===== src/rtl/rpfe_pkg.sv =====
`timescale 1ns / 1ps
// ----------------------------------------------------------------------------
// rpfe_pkg
// Shared types and codes of the RGBA pixel filter engine.
// ----------------------------------------------------------------------------
package rpfe_pkg;

    localparam logic [2:0] MODE_GRAY      = 3'd0;
    localparam logic [2:0] MODE_THRESHOLD = 3'd1;
    localparam logic [2:0] MODE_OPAQUE    = 3'd2;
    localparam logic [2:0] MODE_INVERT    = 3'd3;
    localparam logic [2:0] MODE_CONVOLVE  = 3'd4;
    localparam logic [2:0] MODE_MASK      = 3'd5;

    localparam logic [2:0] REG_FILTER_MODE  = 3'd0;
    localparam logic [2:0] REG_IMAGE_WIDTH  = 3'd1;
    localparam logic [2:0] REG_IMAGE_HEIGHT = 3'd2;
    localparam logic [2:0] REG_THRESHOLD    = 3'd3;
    localparam logic [2:0] REG_KERNEL_UPPER = 3'd4;
    localparam logic [2:0] REG_KERNEL_LOWER = 3'd5;

    localparam int CFG_DATA_W = 48;
    localparam int ACC_W      = 20;  // nine taps of 255 * 255
    localparam int WSUM_W     = 12;  // nine weights of 255
    localparam int NUM_TAPS   = 9;

    typedef struct packed {
        logic [31:0] pixel_in;
        logic [7:0]  mask_byte;
        logic        flush;
    } t_in_item;

    typedef struct packed {
        logic [31:0] pixel_out;
        logic        frame_end;
        logic        zero_weight;
    } t_out_item;

    // one window tap as it moves down the cell chain
    typedef struct packed {
        logic [31:0] pixel;
        logic [7:0]  weight;
    } t_tap;

    typedef struct packed {
        logic shift;
        t_tap tap;
    } t_cell_ctl;

endpackage


===== src/rtl/rpfe_tap_cell.sv =====
`timescale 1ns / 1ps
// ----------------------------------------------------------------------------
// rpfe_tap_cell
// One window tap: holds a pixel and its weight, hands it on when shifted.
// ----------------------------------------------------------------------------
module rpfe_tap_cell (
    input  logic               i_clk,
    input  rpfe_pkg::t_cell_ctl i_ctl,
    output rpfe_pkg::t_tap     o_tap
);

    rpfe_pkg::t_tap r_tap;

    always_ff @(posedge i_clk) begin
        if (i_ctl.shift) begin
            r_tap <= i_ctl.tap;
        end
    end

    assign o_tap = r_tap;

endmodule


===== config.mk =====
export PLATFORM = sky130hd
export DESIGN_NAME = rpfe_tap_cell
export DESIGN_NICKNAME = d
export VERILOG_FILES = /design/src/rtl/rpfe_pkg.sv /design/src/rtl/rpfe_tap_cell.sv
export SDC_FILE = /design/constraint.sdc
export NUM_CORES = 1
export LEC_CHECK = 0
export ABC_AREA = 1
export BUFFER_PORTS_ARGS = -buffer_cell sky130_fd_sc_hd__buf_2
export CAP_MARGIN = 40
export CELL_PAD_IN_SITES_DETAIL_PLACEMENT = 1
export CELL_PAD_IN_SITES_GLOBAL_PLACEMENT = 2
export CORE_ASPECT_RATIO = 1.75
export CORE_UTILIZATION = 28
export DETAILED_ROUTE_END_ITERATION = 16
export GPL_TIMING_DRIVEN = 1
export PLACE_DENSITY_LB_ADDON = 0.25
export SYNTH_ARGS = -nofsm -noshare
export SYNTH_HDL_FRONTEND = slang
export SYNTH_SLANG_ARGS = --single-unit

===== constraint.sdc =====
create_clock -name i_clk -period 0.8 [get_ports i_clk]
set_input_delay 0.08 -clock i_clk [delete_from_list [all_inputs] [get_ports i_clk]]
set_output_delay 0.08 -clock i_clk [all_outputs]
set_load 0.02 [all_outputs]

After elaboration in Yosys (flattened, before gate mapping)
Cells that the tools add are included.
{"block": "word_totals", "reg_bits": 40, "in_bits": 42, "output_inout_bits": 40, "elab_cells": 2}

Longest topological paths before layout
{"block": "logic_depth", "word_depth": 0, "mapped_depth": 0, "ltp_nobuf": 0}

Worst setup path before layout
Ideal clock, no wire load.
{"block": "synth_path", "path_type": "reg-to-output", "from": "register r_tap, in the netlist o_tap[0]", "to": "output port o_tap[0] (netlist bit)", "arrival_time_ps": 449, "required_ps": 720, "setup_slack_ps": 271, "path_stages_with_launch": 1, "n_path_buf": 0, "cell_sequence": "edfxtp_1"}
{"element": "start, declared", "line_no": "rpfe_tap_cell.sv:12", "rtl": "rpfe_pkg::t_tap r_tap;"}
{"element": "start signal, assigned", "line_no": "rpfe_tap_cell.sv:16", "rtl": "r_tap <= i_ctl.tap;"}
{"element": "end, declared", "line_no": "rpfe_tap_cell.sv:9", "rtl": "output rpfe_pkg::t_tap o_tap"}
No word-level cell between the ends.

Worst setup path in the final report
{"block": "layout_path", "from": "register r_tap, in the netlist o_tap[3]", "to": "output port o_tap[3] (netlist bit)"}
No word-level cell between the ends.

==> metrics.md <==
| Metric | Value |
|---|---|
| Setup Viol. Count Final | 40 |
| Ratio of cells with drive above 1 in the final layout | 0.515 |
| Outcome | finished with violations |
| DRC viols | 0 |
| Synth top area share | 1.00 |
| Syn_area_per_cell | 30.0 um2 |
| Cells after Synth | 40 |
| Synth top area cells | edfxtp_1 100% |
| Setup Buffers After CTS | 0 |
| Most frequent cells in the layout | 55 x buf_2, 40 x dlygate4sd3_1, 40 x edfxtp_1 |
| Maximum root-to-sink buffer count | 2 |
| Crit-path slowest cell | edfxtp_1 |
| Hold WC Path Type | input port to register |
| CP Launch Type | register |
| Max Slew Vio Count | 0 |
| DRT met1 WL | 879 um |
| Multi-input gates | 0 |
| Count of state elements after synthesis | 40 |
| DR WL met3 | 243 um |
| Setup ws final | -0.125 ns |
| RSZ-0062 raised after global routing | yes |
| Final Cycle Share | 1.16 |
| First-pass GRT wire length | 4220 um |
| TritonCTS clock tree | yes |
| Die X | 51.5 um |
| Failing checks | setup timing |
| Yosys warns | 0 |
| Leakage power figure | 0.991 nW |
| Die area | 4570 um2 |
| WP data required | 0.72 ns |
| Top cell type by total area after synthesis | edfxtp_1 |
| DR WL/cell | 13.1 um |
| Slew headroom | 0.919 |
| # H-tree levels | 2 |
| Number of placement rows | 31 |
| PortBufs | 81 |
| Die Ht | 88.6 um |
| Routed Antenna Nets | 0 |
| Global route overflow | 0 |
| Num ports | 82 |
| # clock sinks | 40 |
| Worst-path maximum fanout | 1 |
| Worst-path clk slew | 0.07 ns |
| Crit path DAT | 0.84 ns |
| Layout area overhead | 95.7% |
| Leading cell type in the layout, fill and taps excluded | buf_2 |
| Vias in the first global route | 978 |
| Core box area | 4110 um2 |
| Starting Density | 0.292 |
| PwrDens | 1940 nW/um2 |
| Fin nets | 212 |
| Maxcap violations | 0 |
| ANT cells | 0 |
| CP Capture Type | output pin |
| Syn nets | 82 |
| Clock root buffer | clkbuf_8 |
| Tot GR Track Use | 0.135 |
| Worst path bufs/invs | 1 |
| CP Cell Sequence | buf_6 |
| Cell variety after synth | 1 |
| Pin count of the biggest net entering global routing | 23 |
| Iteration-0 DRC Markers | 6 |
| Fill count | 407 |
| Fmax | 1.08 GHz |
| Total power | 4.55 mW |
| Highest routing layer actually used | met4 |
| Met2 WL | 1690 um |
| 1st-pass router iterations | 2 |
| Slowest Stage Delay on Critical Path | 0.41 ns |
| Crit-path leading delay family | flip-flops |
| Fin crit period | 0.925 ns |
| CP Class | register to output pin |
| Via count | 889 |
| Max VDD drop | 1330 uV |
| Final hold vios | 0 |
| Sequential area share after synthesis | 1.00 |
| CTS buffer count | 5 |
| Initial antenna violation count | 0 |
| GPL Wtd Cong | 0.711 |
| Multi-input gate area | 0 um2 |
| WL final | 2890 um |
| Synth Cell Area | 1200 um2 |
| Hold WS | 0.235 ns |
| Max reg flops | 40 |
| Via density | 4.04 |
| Slew of the pin with the lowest slew margin | 0.122 ns |
==> kinds of logic after synthesis <==
| group | Yosys count | share of synthesized area |
|---|---|---|
| flops | 40 | 1.00 |
==> routing by layer <==
layer	up-vias	GRT usage
met5	-	0
met4	0	0.0713
met3	7	0.0464
met2	57	0.268
met1	404	0.109
li1	421	-
==> per-stage QoR <==
stage | util | cell area [um2] | instances | setup slack, ns | setup TNS [ns]
global route | 0.572 | 2350 | 220 | -0.164 | -4.95
CTS | 0.547 | 2250 | 220 | -0.127 | -4.11
global placement | 0.415 | 1710 | 172 | 0.102 | 0
detailed placement | 0.415 | 1710 | 172 | 0.0954 | 0
finish | 0.572 | 2350 | 220 | -0.125 | -3.46
floorplan | - | 1200 | 40 | 0.271 | 0
==> power by group <==
group	switching, mW	leakage, nW	internal [mW]	total, mW
Clock	0.595	0.0399	0.606	1.20
Sequential	0.0623	0.391	2.49	2.55
Combinational	0.360	0.560	0.438	0.798
==> path summary, 6_finish.rpt <==
kind / start / to / slack [ns] / depth (start not counted)
setup / recovery: o_tap[3] / o_tap[3] / -0.12 / 1
hold / removal: i_ctl[40] / o_tap[19] / 0.24 / 2
==> cell usage after synthesis <==
master / instances
edfxtp_1: 40
==> timing repair <==
item | in CTS | in global routing
endpoints found under the setup margin | 40 | 40
resized for setup | 20 | 32
endpoints found under the hold margin | 40 | 0
hold buffers | 40 | 0
==> area by class of cell <==
class | instances | area [um2] | area share
Tap cell | 49 | 61.3 | 0.0261
Sequential cell | 40 | 1200 | 0.511
Clock inverter | 1 | 3.75 | 0.00160
Clock buffer | 7 | 76.3 | 0.0325
Timing Repair Buffer | 123 | 1010 | 0.429
Power figures use the tool's default switching activity.
