===== config.mk =====
export PLATFORM = sky130hd
export DESIGN_NAME = rpfe_divider
export DESIGN_NICKNAME = d
export VERILOG_FILES = /design/src/rtl/rpfe_pkg.sv /design/src/rtl/rpfe_divider.sv
export SDC_FILE = /design/constraint.sdc
export NUM_CORES = 1
export LEC_CHECK = 0
export BUFFER_PORTS_ARGS = -buffer_cell sky130_fd_sc_hd__buf_2
export CAP_MARGIN = 10
export CELL_PAD_IN_SITES_DETAIL_PLACEMENT = 1
export CELL_PAD_IN_SITES_GLOBAL_PLACEMENT = 2
export CORE_MARGIN = 2
export CORE_UTILIZATION = 33
export CTS_CLUSTER_DIAMETER = 30
export CTS_CLUSTER_SIZE = 20
export DETAILED_ROUTE_END_ITERATION = 10
export PLACE_DENSITY = 0.77
export SYNTH_ARGS = -nofsm -noshare
export SYNTH_HDL_FRONTEND = slang
export SYNTH_SLANG_ARGS = --single-unit

===== constraint.sdc =====
create_clock -name i_clk -period 4.5 [get_ports i_clk]
set_input_delay 0.9 -clock i_clk [delete_from_list [all_inputs] [get_ports i_clk]]
set_output_delay 0.9 -clock i_clk [all_outputs]
set_load 0.005 [all_outputs]

===== src/rtl/rpfe_pkg.sv =====
`timescale 1ns / 1ps
// ----------------------------------------------------------------------------
// rpfe_pkg
// Shared types and codes of the RGBA pixel filter engine.
// ----------------------------------------------------------------------------
package rpfe_pkg;

    localparam logic [2:0] MODE_GRAY      = 3'd0;
    localparam logic [2:0] MODE_THRESHOLD = 3'd1;
    localparam logic [2:0] MODE_OPAQUE    = 3'd2;
    localparam logic [2:0] MODE_INVERT    = 3'd3;
    localparam logic [2:0] MODE_CONVOLVE  = 3'd4;
    localparam logic [2:0] MODE_MASK      = 3'd5;

    localparam logic [2:0] REG_FILTER_MODE  = 3'd0;
    localparam logic [2:0] REG_IMAGE_WIDTH  = 3'd1;
    localparam logic [2:0] REG_IMAGE_HEIGHT = 3'd2;
    localparam logic [2:0] REG_THRESHOLD    = 3'd3;
    localparam logic [2:0] REG_KERNEL_UPPER = 3'd4;
    localparam logic [2:0] REG_KERNEL_LOWER = 3'd5;

    localparam int CFG_DATA_W = 48;
    localparam int ACC_W      = 20;  // nine taps of 255 * 255
    localparam int WSUM_W     = 12;  // nine weights of 255
    localparam int NUM_TAPS   = 9;

    typedef struct packed {
        logic [31:0] pixel_in;
        logic [7:0]  mask_byte;
        logic        flush;
    } t_in_item;

    typedef struct packed {
        logic [31:0] pixel_out;
        logic        frame_end;
        logic        zero_weight;
    } t_out_item;

    // one window tap as it moves down the cell chain
    typedef struct packed {
        logic [31:0] pixel;
        logic [7:0]  weight;
    } t_tap;

    typedef struct packed {
        logic shift;
        t_tap tap;
    } t_cell_ctl;

endpackage


===== src/rtl/rpfe_divider.sv =====
`timescale 1ns / 1ps
// ----------------------------------------------------------------------------
// rpfe_divider
// Four-lane restoring divider, one quotient bit per cycle, 8-bit quotients.
// ----------------------------------------------------------------------------
module rpfe_divider (
    input  logic                          i_clk,
    input  logic                          i_rst_n,
    input  logic                          i_start,
    input  logic [rpfe_pkg::ACC_W-1:0]    i_dividend [4],
    input  logic [rpfe_pkg::WSUM_W-1:0]   i_divisor,
    output logic [7:0]                    o_quotient [4],
    output logic                          o_done
);

    logic [rpfe_pkg::ACC_W-1:0]  r_rem [4];
    logic [rpfe_pkg::ACC_W-1:0]  n_rem [4];
    logic [7:0]                  r_quo [4];
    logic [7:0]                  n_quo [4];
    logic [rpfe_pkg::WSUM_W-1:0] r_div;
    logic [2:0]                  r_step;
    logic                        r_busy;
    logic                        r_done;
    logic [rpfe_pkg::ACC_W-1:0]  shifted;

    always_comb begin
        shifted = rpfe_pkg::ACC_W'(r_div) << r_step;
        for (int ch = 0; ch < 4; ch++) begin
            if (r_rem[ch] >= shifted) begin
                n_rem[ch] = r_rem[ch] - shifted;
                n_quo[ch] = {r_quo[ch][6:0], 1'b1};
            end else begin
                n_rem[ch] = r_rem[ch];
                n_quo[ch] = {r_quo[ch][6:0], 1'b0};
            end
        end
    end

    always_ff @(posedge i_clk) begin
        if (!i_rst_n) begin
            r_busy <= 1'b0;
            r_done <= 1'b0;
            r_step <= '0;
        end else begin
            r_done <= 1'b0;
            if (i_start) begin
                r_busy <= 1'b1;
                r_step <= 3'd7;
            end else if (r_busy) begin
                r_step <= r_step - 3'd1;
                if (r_step == 3'd0) begin
                    r_busy <= 1'b0;
                    r_done <= 1'b1;
                end
            end
        end
    end

    always_ff @(posedge i_clk) begin
        if (i_start) begin
            r_div <= i_divisor;
            for (int ch = 0; ch < 4; ch++) begin
                r_rem[ch] <= i_dividend[ch];
                r_quo[ch] <= '0;
            end
        end else if (r_busy) begin
            for (int ch = 0; ch < 4; ch++) begin
                r_rem[ch] <= n_rem[ch];
                r_quo[ch] <= n_quo[ch];
            end
        end
    end

    assign o_quotient = r_quo;
    assign o_done     = r_done;

endmodule


## After elaboration in Yosys (flattened, before gate mapping)

Memories as Yosys holds them, arrays and structs flattened.
Index checks and enable logic that the tools add are counted.

| storage, ports and cells | value |
|---|---|
| output and inout port bits | 33 |
| memories | 1 |
| memory bits (writable) | 80 |
| flip-flop bits (word level) | 49 |

| operators by class | value |
|---|---|
| reduce and logical (&&, ||, !) cells | 3 |
| $lt $le $gt $ge | 4 |
| $add $sub $neg | 5 |
| bitwise logic cells | 6 |
| shifts and indexed selects | 1 |
| mux-type cells | 23 |

Memories:

| memory | depth | bits a word | read ports | clocked after memory_dff | wr ports | line | RTL |
|---|---|---|---|---|---|---|---|
| r_rem | 4 | 20 | 4 | 0 | 4 | rpfe_divider.sv:16 | `logic [rpfe_pkg::ACC_W-1:0] r_rem [4];` |

Operator list:

| operator | count |
|---|---|
| 20-bit 2-to-1 mux | 8 |
| 20-bit >= comparator | 4 |
| 20-bit subtractor | 4 |
| 12-bit by 3-bit << shifter with 20-bit output | 1 |
| 1-bit 2-to-1 mux | 13 |
| 3-bit 2-to-1 mux | 2 |
| 1-bit bitwise OR | 4 |
| 3-bit logical NOT | 1 |
| 3-bit OR reduction | 1 |
| 3-bit by 1-bit subtractor with 3-bit output, second input constant | 1 |
| 1-bit inverter | 2 |
| 2-bit nonzero test | 1 |

## Logic depth before layout (Yosys ltp)

| depth | value |
|---|---|
| depth in word-level cells | 4 |
| gate-level depth with buffers | 15 |
| mapped depth without buffers | 13 |

## Worst setup path after synthesis

OpenSTA, ideal clock, no wires.

| timing | value |
|---|---|
| kind | register -> register |
| start | register, netlist name r_step[0] |
| end | memory r_rem[3][0] in the netlist's numbering, enable pin |
| arrival | 3.799 ns |
| library setup time | 0.401 ns |
| required time | 4.099 ns |
| path slack | 0.300 ns |
| stages on the path, launching flop included | 14 |
| period minus slack after synthesis | 4.200 ns |
| path through | dfxtp_1 > clkbuf_1 > buf_2 > mux2i_1 > mux2i_1 > a22oi_1 > ha_1 > nand4_1 > nor2_1 > nand4_1 > o21ai_2 > o2111a_1 > a2111oi_2 > o21bai_1 |

RTL lines:

| item | line |
|---|---|
| end: declaration | rpfe_divider.sv:16 |

==> metrics <==
share of cells above drive strength 1 0.197; cells after synthesis 1043; IO buf count 127; Hold Vio Cnt, Final 0; Total GRT Usage 0.205; Distinct cells, synth 73; Slew Viols, Final 0; Routed WL 30800 um; multi-input logic area 0.00558 sq mm; total grt overflow 0; Post-DRT Antenna Nets 0; Data arrival, critical path 4.24 ns; Cell Area, Synth 0.00956 sq mm; CTS root buf clkbuf_16; Horiz. Die Dim 174 um; vias in the first global route 8706; hpwl dp 23400 um; worst endpoint required time 4.56 ns; total number of vias 8306; minimum clock period 4.18 ns; asr flop ratio synth 0; CP Capture Type flip-flop; clk_lat worst skew 0.43 ns; EDFF count, synth 92; core footprint 0.0286 sq mm; LEAKAGE 4.75 nW; normalized max-slew margin 0.286; Final TNS setup 0 ns; Main synth FF type edfxtp_1; post-CTS setup buffer count 0; Chip Height 174 um; RSZ-0062 raised after global routing false; H-tree lvl count 4; worst-margin pin slew 1.07 ns; max-cap violations 0; Design Power 4.94 mW; Peak supply drop 0.218 mV; fin nets 1343; register area 0.00350 sq mm; WL per Instance 19.7 um; setup violators final 0; min-delay src o_quotient[7]$_SDFFE_PP0P_; Min Hold Slack 0.503 ns; Vias/cell 5.32; first-pass GRT wire length 48600 um; final period utilization 0.929; final core utilization 0.391; Syn-to-layout area delta 17.1%; DR iter-0 viols 494; Pwr Density 441 mW/mm^2; synth warn 0; DR DRC count 0; die area 0.0304 sq mm; Rows 62; # hold bufs at CTS 0; CTS tree built; Seq cells post-synth 129; fmax 239 MHz; Pre-antenna DRT Iters 4; initial antenna violation count 1; Initial Util 0.334; synthesized area per cell 9.17 sq um; outcome finished, final reports clean; Clock Skew 0.00872 ns; type of origin of the critical path flip-flop; final-layout fill cell count 3333; most common cell after layout, fill and taps aside nand2_1; CTS-repair resized insts 0; CTS buffer count 17; sequential fraction of the synthesis area 0.366; Final Wtd Congestion 0.904; crit path max fanout 20; CP Class reg -> reg; commonest non-fill, non-tap cells in the layout 134 x nand2_1, 127 x buf_2, 102 x o21ai_0, 92 x edfxtp_1, 82 x ha_1; Synth Net Count 1224; reg2reg start r_step[0]$_SDFFE_PN0P_; critical path launch point r_step[0]$_SDFFE_PN0P_; I/O pin total 128; CTS Sinks 129; Clock transition at path regs 0.07 ns; Max Root-Sink Buffers 2; pin count of the biggest net entering global routing 82; worst min path class reg -> reg
-- path summary, 6_finish.rpt --
kind	end	slack, ns	cells past startpoint
worst min-delay path	o_quotient[7]$_SDFFE_PP0P_	0.50	2
worst max register to register	r_rem[3][13]$_DFFE_PP_	0.32	13
worst min register to register	o_quotient[7]$_SDFFE_PP0P_	0.50	2
worst max-delay path	r_rem[3][13]$_DFFE_PP_	0.32	13
-- area by class of cell --
class,count,area share
clock inverters,15,0.0111
well taps,384,0.0429
clock buffers,17,0.0380
repair buffers,174,0.0883
multi-input cells,817,0.499
inverters,23,0.00771
flip-flops and latches,129,0.313
diodes,2,0.000447
-- per-layer routing --
metal | part of all wire | track usage | up-vias
li1 | - | - | 4073
met1 | 0.48 | 0.276 | 4016
met2 | 0.45 | 0.325 | 178
met3 | 0.049 | 0.0470 | 39
met4 | 0.024 | 0.0665 | 0
met5 | 0 | 0 | -
-- critical path, stage by stage (launching register included) --
cell	delay, ns
dfxtp_1	0.36
buf_4	0.26
mux4_2	0.54
mux2i_1	0.15
buf_4	0.19
ha_1	0.26
buf_4	0.17
o21ai_0	0.26
o21ai_1	0.13
a22oi_2	0.22
o21ai_2	0.08
o2111a_1	0.27
a2111oi_2	0.48
o21bai_2	0.41
-- synthesized netlist by cell type, drive strengths merged, types with 6 or more instances --
master | instances | area share
xor2 | 25 | 0.023
a21oi | 52 | 0.028
edfxtp | 92 | 0.29
and3 | 9 | 0.0059
o21ai | 108 | 0.057
a21o | 25 | 0.020
dfxtp | 37 | 0.077
nor2 | 81 | 0.032
clkbuf | 29 | 0.011
mux2i | 47 | 0.049
inv | 23 | 0.0090
o31ai | 8 | 0.0063
nand2b | 15 | 0.0098
nand4 | 20 | 0.013
nand3 | 24 | 0.013
a211oi | 17 | 0.014
buf | 45 | 0.031
xnor2 | 33 | 0.030
nor3 | 20 | 0.010
nand2 | 134 | 0.053
ha | 82 | 0.11
or3 | 7 | 0.0046
a31oi | 6 | 0.0039
nor2b | 10 | 0.0065
o21a | 13 | 0.010
-- sequential cells by signal, summed over array words and instances (netlist names) --
name        flops
o_done          1
o_quotient     32
r_busy          1
r_div          12
r_rem          80
r_step          3
-- through the flow --
stage / setup WS, ns / cells / area [sq um]
3_5_place_dp: 0.382 / 1527 / 10600
2_1_floorplan: 0.300 / 1043 / 9560
4_1_cts: 0.316 / 1559 / 11200
6_report: 0.318 / 1561 / 11200
5_1_grt: 0.0468 / 1559 / 11200
3_3_place_gp: 0.495 / 1527 / 10600
-- power breakdown --
| group | internal (mW) | switching, mW | total [mW] | leakage, nW |
|---|---|---|---|---|
| Sequential | 1.42 | 0.0744 | 1.50 | 1.22 |
| Clock | 0.722 | 0.618 | 1.34 | 0.277 |
| Combinational | 0.865 | 1.24 | 2.10 | 3.24 |
-- cell families after synthesis --
group / after synthesis / share of synthesized area
adder cells (fa/ha/maj): 86 / 0.116
XOR/XNOR: 58 / 0.0531
buffers and inverters: 97 / 0.0513
AO/OA/AOI/OAI: 284 / 0.195
multiplexers: 53 / 0.0586
AND/OR/NAND/NOR: 336 / 0.160
flip-flops: 129 / 0.366
No activity file was read; power rests on OpenSTA's default activity.
